`config.mk`:
```
export PLATFORM = sky130hd
export DESIGN_NAME = ppc_compare
export DESIGN_NICKNAME = d
export VERILOG_FILES = /design/src/hw/rtl/ppc_pkg.sv /design/src/hw/rtl/ppc_compare.sv
export SDC_FILE = /design/constraint.sdc
export NUM_CORES = 2
export LEC_CHECK = 0
export ABC_AREA = 1
export BUFFER_PORTS_ARGS = -buffer_cell sky130_fd_sc_hd__buf_2
export CAP_MARGIN = 30
export CORE_UTILIZATION = 30
export CTS_CLUSTER_SIZE = 10
export DETAILED_ROUTE_END_ITERATION = 10
export PLACE_DENSITY = 0.45
export SYNTH_ARGS = -nofsm -noshare
export SYNTH_HDL_FRONTEND = slang
export SYNTH_SLANG_ARGS = --single-unit
export TNS_END_PERCENT = 10
```
`constraint.sdc`:
```
create_clock -name clk_i -period 9.75 [get_ports clk_i]
set_input_delay 0.4875 -clock clk_i [delete_from_list [all_inputs] [get_ports clk_i]]
set_output_delay 0.4875 -clock clk_i [all_outputs]
set_load 0.01 [all_outputs]
```
`src/hw/rtl/ppc_pkg.sv`:
```
`default_nettype none
// ----------------------------------------------------------------------------
// ppc_pkg
// Shared types and constants for the pool pressure classifier.
// ----------------------------------------------------------------------------
package ppc_pkg;

  localparam int unsigned ValW = 64;
  localparam int unsigned ThrW = 14;
  localparam int unsigned CfgIdxW = 2;

  typedef enum logic [1:0] {
    LEVEL_CLEAR    = 2'd0,
    LEVEL_ELEVATED = 2'd1,
    LEVEL_HIGH     = 2'd2,
    LEVEL_CRITICAL = 2'd3
  } level_e;

  typedef enum logic [CfgIdxW-1:0] {
    REG_ELEVATED = 2'd0,
    REG_HIGH     = 2'd1,
    REG_CRITICAL = 2'd2,
    REG_NONE     = 2'd3
  } reg_idx_e;

  typedef struct packed {
    logic [ValW-1:0] used_units;
    logic [ValW-1:0] usable_units;
    logic            overcommit_flag;
  } in_item_t;

  typedef struct packed {
    logic [1:0]      pressure_level;
    logic [ThrW-1:0] utilization;
    logic [ThrW-1:0] binding_threshold;
    logic            overcommit_echo;
  } out_item_t;

  typedef struct packed {
    logic [ThrW-1:0] elevated;
    logic [ThrW-1:0] high;
    logic [ThrW-1:0] critical;
  } thr_set_t;

endpackage
`default_nettype wire

```
`src/hw/rtl/ppc_compare.sv`:
```
`default_nettype none
// ----------------------------------------------------------------------------
// ppc_compare
// Exact compare used*SCALE >= thr*usable in three stages: 32x14 partial
// products, then 78-bit sums (default scale), then the compare.
// ----------------------------------------------------------------------------
module ppc_compare #(
  parameter int unsigned Scale = 10000
) (
  input  wire logic                     clk_i,
  input  wire logic                     en_i,
  input  wire logic [ppc_pkg::ValW-1:0] used_i,
  input  wire logic [ppc_pkg::ValW-1:0] usable_i,
  input  wire logic [ppc_pkg::ThrW-1:0] thr_i,
  output logic                          reach_o
);
  localparam int unsigned SclW = $clog2(Scale + 1);

  logic [ppc_pkg::ValW+SclW-1:0] lhs_q;
  logic [ppc_pkg::ThrW+31:0]     plo_q, phi_q;
  logic [ppc_pkg::ValW+SclW-1:0] lhs2_q;
  logic [ppc_pkg::ValW+ppc_pkg::ThrW-1:0] rhs_q;
  logic [ppc_pkg::ThrW+31:0]     ulo_q, uhi_q;

  // Stage 1: split products on 32-bit halves.
  always_ff @(posedge clk_i) begin
    if (en_i) begin
      ulo_q <= {ppc_pkg::ThrW'(0), used_i[31:0]} * (ppc_pkg::ThrW+32)'(Scale);
      uhi_q <= {ppc_pkg::ThrW'(0), used_i[63:32]} * (ppc_pkg::ThrW+32)'(Scale);
      plo_q <= {ppc_pkg::ThrW'(0), usable_i[31:0]} * {32'd0, thr_i};
      phi_q <= {ppc_pkg::ThrW'(0), usable_i[63:32]} * {32'd0, thr_i};
    end
  end

  // Stage 2: assemble both sides.
  always_ff @(posedge clk_i) begin
    if (en_i) begin
      lhs2_q <= (ppc_pkg::ValW+SclW)'({uhi_q, 32'd0})
              + (ppc_pkg::ValW+SclW)'(ulo_q);
      rhs_q  <= (ppc_pkg::ValW+ppc_pkg::ThrW)'({phi_q, 32'd0})
              + (ppc_pkg::ValW+ppc_pkg::ThrW)'(plo_q);
    end
  end

  // Stage 3: register both sides; the compare follows combinationally.
  always_ff @(posedge clk_i) begin
    if (en_i) begin
      lhs_q <= lhs2_q;
    end
  end

  logic [ppc_pkg::ValW+ppc_pkg::ThrW-1:0] rhs3_q;
  always_ff @(posedge clk_i) begin
    if (en_i) begin
      rhs3_q <= rhs_q;
    end
  end

  assign reach_o = {{(ppc_pkg::ThrW){1'b0}}, lhs_q} >= {{SclW{1'b0}}, rhs3_q};

endmodule
`default_nettype wire

```
==> results.md <==
Clock tree:
- The tree is rooted in a sky130_fd_sc_hd__clkbuf_16.
- The clock transition at the register clock pins on the worst setup and hold paths after CTS is about 50 ps.
- The maximum number of buffers from clock root to sink is 3.
- Hold repair after CTS inserted 0 buffers.
- Clock latency on the worst-skew pair, taken at its later pin, is roughly 630 ps.
- The number of buffers created by CTS is 58.
- The number of resized instances in the post-cts repair step is 0.
- TritonCTS built the clock tree.
- The clock sink count is 480.
- The post-CTS setup buffer count is 0.
- The clock tree synthesis step divided the H-tree into 2 levels.

STA:
- The final count of pins violating max slew is 0.
- The final-layout setup total negative slack is 0 ps.
- Headroom to the max-slew limit came out at between 30% and 40%.
- The number of failing hold endpoints at the final stage was 0.
- The final clock period utilization by the worst path is 63.6%.
- The maximum achievable frequency is about 160 MHz.
- For the pin with the worst max-slew slack, the measured transition is 1040 ps.
- After layout, the minimum clock period comes to 6200 ps.
- For the final database, setup skew stands at between 30 and 40 ps.
- Setup repair after global routing left no endpoint under its margin.
- Setup violations remaining at the end of the flow were counted as 0.

Global routing:
- The global-route total usage across every layer is ~17%.
- Entering global routing, the biggest net connects 120 pins.
- The initial antenna violation count is 6.
- The number of global-route vias before repair came to ~50k.
- The total overflow left after global routing is 0.
- The first global-routing pass estimated 277 mm of wire.

Synth:
- The number of enable-type register cells in the synthesized netlist is 480.
- The synthesized net count is roughly 9.5k.
- The average instance in the mapped netlist occupies 8.04 um2.
- Counting distinct cell types in the post-synthesis netlist gives 40.
- The synthesized design spends more area on one cell type than any other, namely sky130_fd_sc_hd__fa_1.
- The part of the Yosys area used for sequential elements is between 20% and 30%.
- For this run, the number of Yosys warnings is 0.
- The netlist area before placement is roughly 0.063 mm2.
- By area the synthesized netlist is led by sky130_fd_sc_hd__fa_1 (28%), sky130_fd_sc_hd__edfxtp_1 (23%), sky130_fd_sc_hd__nand2_1 (15%), sky130_fd_sc_hd__inv_1 (13%), sky130_fd_sc_hd__ha_1 (11%).
- For this run, asynchronously set or reset flops after synthesis account for 0%.
- The flip-flop cell with the highest count after synthesis is sky130_fd_sc_hd__edfxtp_1.
- In this run the biggest area consumer among cell types represents between 20 and 30% of the synthesized area.
- Counting flops and latches in the post-synthesis netlist gives 480.
- The number of standard cells after synthesis is around 8k.

Finish:
- The area overhead of the layout relative to synthesis is 8.54%.
- In the final layout, the share of cells above drive strength 1 is 4.01%.
- The area of the multi-input gates is roughly 0.04 mm2.
- Across the whole layout, storage elements account for ~0.014 mm2.
- The number of nets in the layout is 9,534.
- Fill cells in the final layout number around 23k.

Route:
- The DRC marker count from the first detailed-route iteration is 2,397.
- The total routed wirelength is around 170 mm.
- In this run the remaining antenna-violating nets after routing total 0.
- The average wire length per cell after detail routing is approximately 16 um.
- The detailed-router iteration count before antenna repair is 6.
- The per-cell via count in the routed design is about 4.4.
- The DRC violation count after routing is 0.
- Across all layers, the routed design uses about 47k vias.

Die:
- The placeable core region is between 0.2 and 0.25 mm2.
- 145 I/O pins were placed.
- The area of the die is roughly 0.21 mm2.
- Row generation in the floorplan step produced about 170 rows.
- For this configuration, the core starts out at a cell density of 30.2%.
- The die is 462 um wide.
- From bottom edge to top edge, the die measures around 460 um.

Critical path:
- The signal arrival time at the worst endpoint is 6580 ps.
- The endpoint identified for the worst register-to-register timing path is lhs2_q[56].
- The cell that appears most often on the critical path is sky130_fd_sc_hd__fa_1.
- The timing endpoint of the critical path is phi_q[37].
- STA puts the critical path data required time at slightly above 10,000 ps.
- The category of the critical setup timing path is input port to register.
- The worst setup path is captured at a register.
- Traced cell by cell, the critical path runs through buf_2 -> buf_4 -> nand2_1 -> fa_1 -> inv_1 -> fa_1 -> fa_1 -> fa_1 -> fa_1 -> inv_1 -> fa_1 -> inv_1 -> ha_1 -> nand2_1 -> nor2_1 -> and2_1 -> nand3b_1 -> nand3_1 -> nand2_1 -> nand3_1 -> nand2_1.
- The start point of the critical path is thr_i[8].
- On the worst path, the slowest cell contributes a delay of 630 ps.
- The startpoint identified for the worst register-to-register timing path is uhi_q[4].
- The library cell contributing the largest single delay on the critical path is sky130_fd_sc_hd__buf_2.
- The setup slack of the worst register-to-register path is about 7000 ps.
- Along the worst path, the maximum fanout reaches 33.
- The worst setup path is launched from an input port.
- The number of cells on the worst reg-to-reg path is 13.

Hold path:
- The type of the tightest min-delay check is input port to register.
- The worst hold path cell count is 1.

Run status:
- The run finished with clean final reports.

Placement:
- The number of buffers inserted by port buffering is between 100 and 150.
- The global placer's final weighted congestion is ~0.86.
- The half-perimeter wire length after placement is around 140 mm.

Job:
- Across the run, the number of max-cap violations was 0.
how the worst min path moves through the flow:
stage	slack, ps	startpoint	endpoint
after global routing	180	used_i[32]	uhi_q[4]
after CTS	160	used_i[32]	uhi_q[4]
after global placement	400	ulo_q[18]	lhs2_q[18]
final	180	used_i[32]	uhi_q[4]
after floorplan	400	ulo_q[10]	lhs2_q[10]
after detailed placement	400	rhs_q[1]	rhs3_q[1]
logic make-up after synthesis:
family / after synthesis / synth area share (%)
AO/OA/AOI/OAI: 251 / 2.18
XOR/XNOR: 136 / 1.88
adder cells (fa/ha/maj): 1436 / 38.8
buffers and inverters: 2359 / 14.0
flip-flops: 480 / 22.7
AND/OR/NAND/NOR: 3229 / 20.5
sequential cells by signal, indices dropped and copies added (netlist names):
signal	flops
lhs_q	74
uhi_q	42
lhs2_q	74
rhs_q	78
plo_q	46
phi_q	46
rhs3_q	78
ulo_q	42
cell usage after synthesis (13+ instances only):
| master | n |
|---|---|
| sky130_fd_sc_hd__nand2_1 | 2464 |
| sky130_fd_sc_hd__inv_1 | 2192 |
| sky130_fd_sc_hd__fa_1 | 882 |
| sky130_fd_sc_hd__ha_1 | 554 |
| sky130_fd_sc_hd__edfxtp_1 | 480 |
| sky130_fd_sc_hd__nor2_1 | 368 |
| sky130_fd_sc_hd__nand3_1 | 197 |
| sky130_fd_sc_hd__a21oi_1 | 161 |
| sky130_fd_sc_hd__clkbuf_1 | 137 |
| sky130_fd_sc_hd__xor2_1 | 111 |
| sky130_fd_sc_hd__nor3_1 | 47 |
| sky130_fd_sc_hd__nand4_1 | 39 |
| sky130_fd_sc_hd__o21ai_0 | 33 |
| sky130_fd_sc_hd__buf_1 | 25 |
| sky130_fd_sc_hd__xnor2_1 | 25 |
| sky130_fd_sc_hd__nor2_2 | 23 |
| sky130_fd_sc_hd__o21bai_1 | 23 |
| sky130_fd_sc_hd__nand2_2 | 20 |
| sky130_fd_sc_hd__nand3_2 | 20 |
| sky130_fd_sc_hd__nand3b_1 | 13 |
critical path: cells and delay by family:
kind / cells / cell delay (ps)
buffers and inverters: 5 / 1370
adder cells (fa/ha/maj): 7 / 3450
AND/OR/NAND/NOR: 9 / 1230
layout by cell type (no fill, tap or decap), types with 33 or more instances in the layout:
master | synthesis | routed
sky130_fd_sc_hd__a21oi_1 | 161 | 161
sky130_fd_sc_hd__nor2_1 | 368 | 368
sky130_fd_sc_hd__xor2_1 | 111 | 111
sky130_fd_sc_hd__inv_1 | 2192 | 2192
sky130_fd_sc_hd__clkbuf_16 | 0 | 59
sky130_fd_sc_hd__nand2_1 | 2464 | 2464
sky130_fd_sc_hd__nand3_1 | 197 | 197
sky130_fd_sc_hd__nor3_1 | 47 | 47
sky130_fd_sc_hd__nand4_1 | 39 | 39
sky130_fd_sc_hd__edfxtp_1 | 480 | 480
sky130_fd_sc_hd__ha_1 | 554 | 554
sky130_fd_sc_hd__o21ai_0 | 33 | 33
sky130_fd_sc_hd__fa_1 | 882 | 882
sky130_fd_sc_hd__buf_2 | 0 | 142
cell type report:
class | count | share of cell area (%)
Multi-Input combinational cell | 5052 | 58.3
Inverter | 2197 | 12.0
Clock inverter | 11 | 0.140
Timing Repair Buffer | 165 | 1.32
Tap cell | 2805 | 5.10
Sequential cell | 480 | 20.9
Clock buffer | 67 | 2.19
Antenna cell | 1 | 0.00364
stage by stage:
| stage | instances | utilization [%] | hold WS [ps] | instance area [um2] | setup slack [ps] |
|---|---|---|---|---|---|
| 5_1_grt | 10800 | 32.8 | 178 | 68800 | 3230 |
| 2_1_floorplan | 7891 | - | 400 | 63400 | 4070 |
| 6_report | 10800 | 32.8 | 185 | 68800 | 3550 |
| 4_1_cts | 10800 | 32.8 | 161 | 68800 | 3590 |
| 3_5_place_dp | 10700 | 32.0 | 405 | 67200 | 2920 |
| 3_3_place_gp | 10700 | 32.0 | 400 | 67200 | 2950 |
metal layers:
layer | vias up | track usage, % | part of all wire [%]
met3 | 181 | 1.18 | 3.1
met5 | - | 0 | 0
met2 | 751 | 28.1 | 47
met4 | 0 | 3.09 | 1.8
met1 | 22800 | 23.1 | 48
li1 | 23200 | - | -
Power is not shown: default switching activity piles up to over one toggle a cycle in this logic, so the estimate is an artifact.
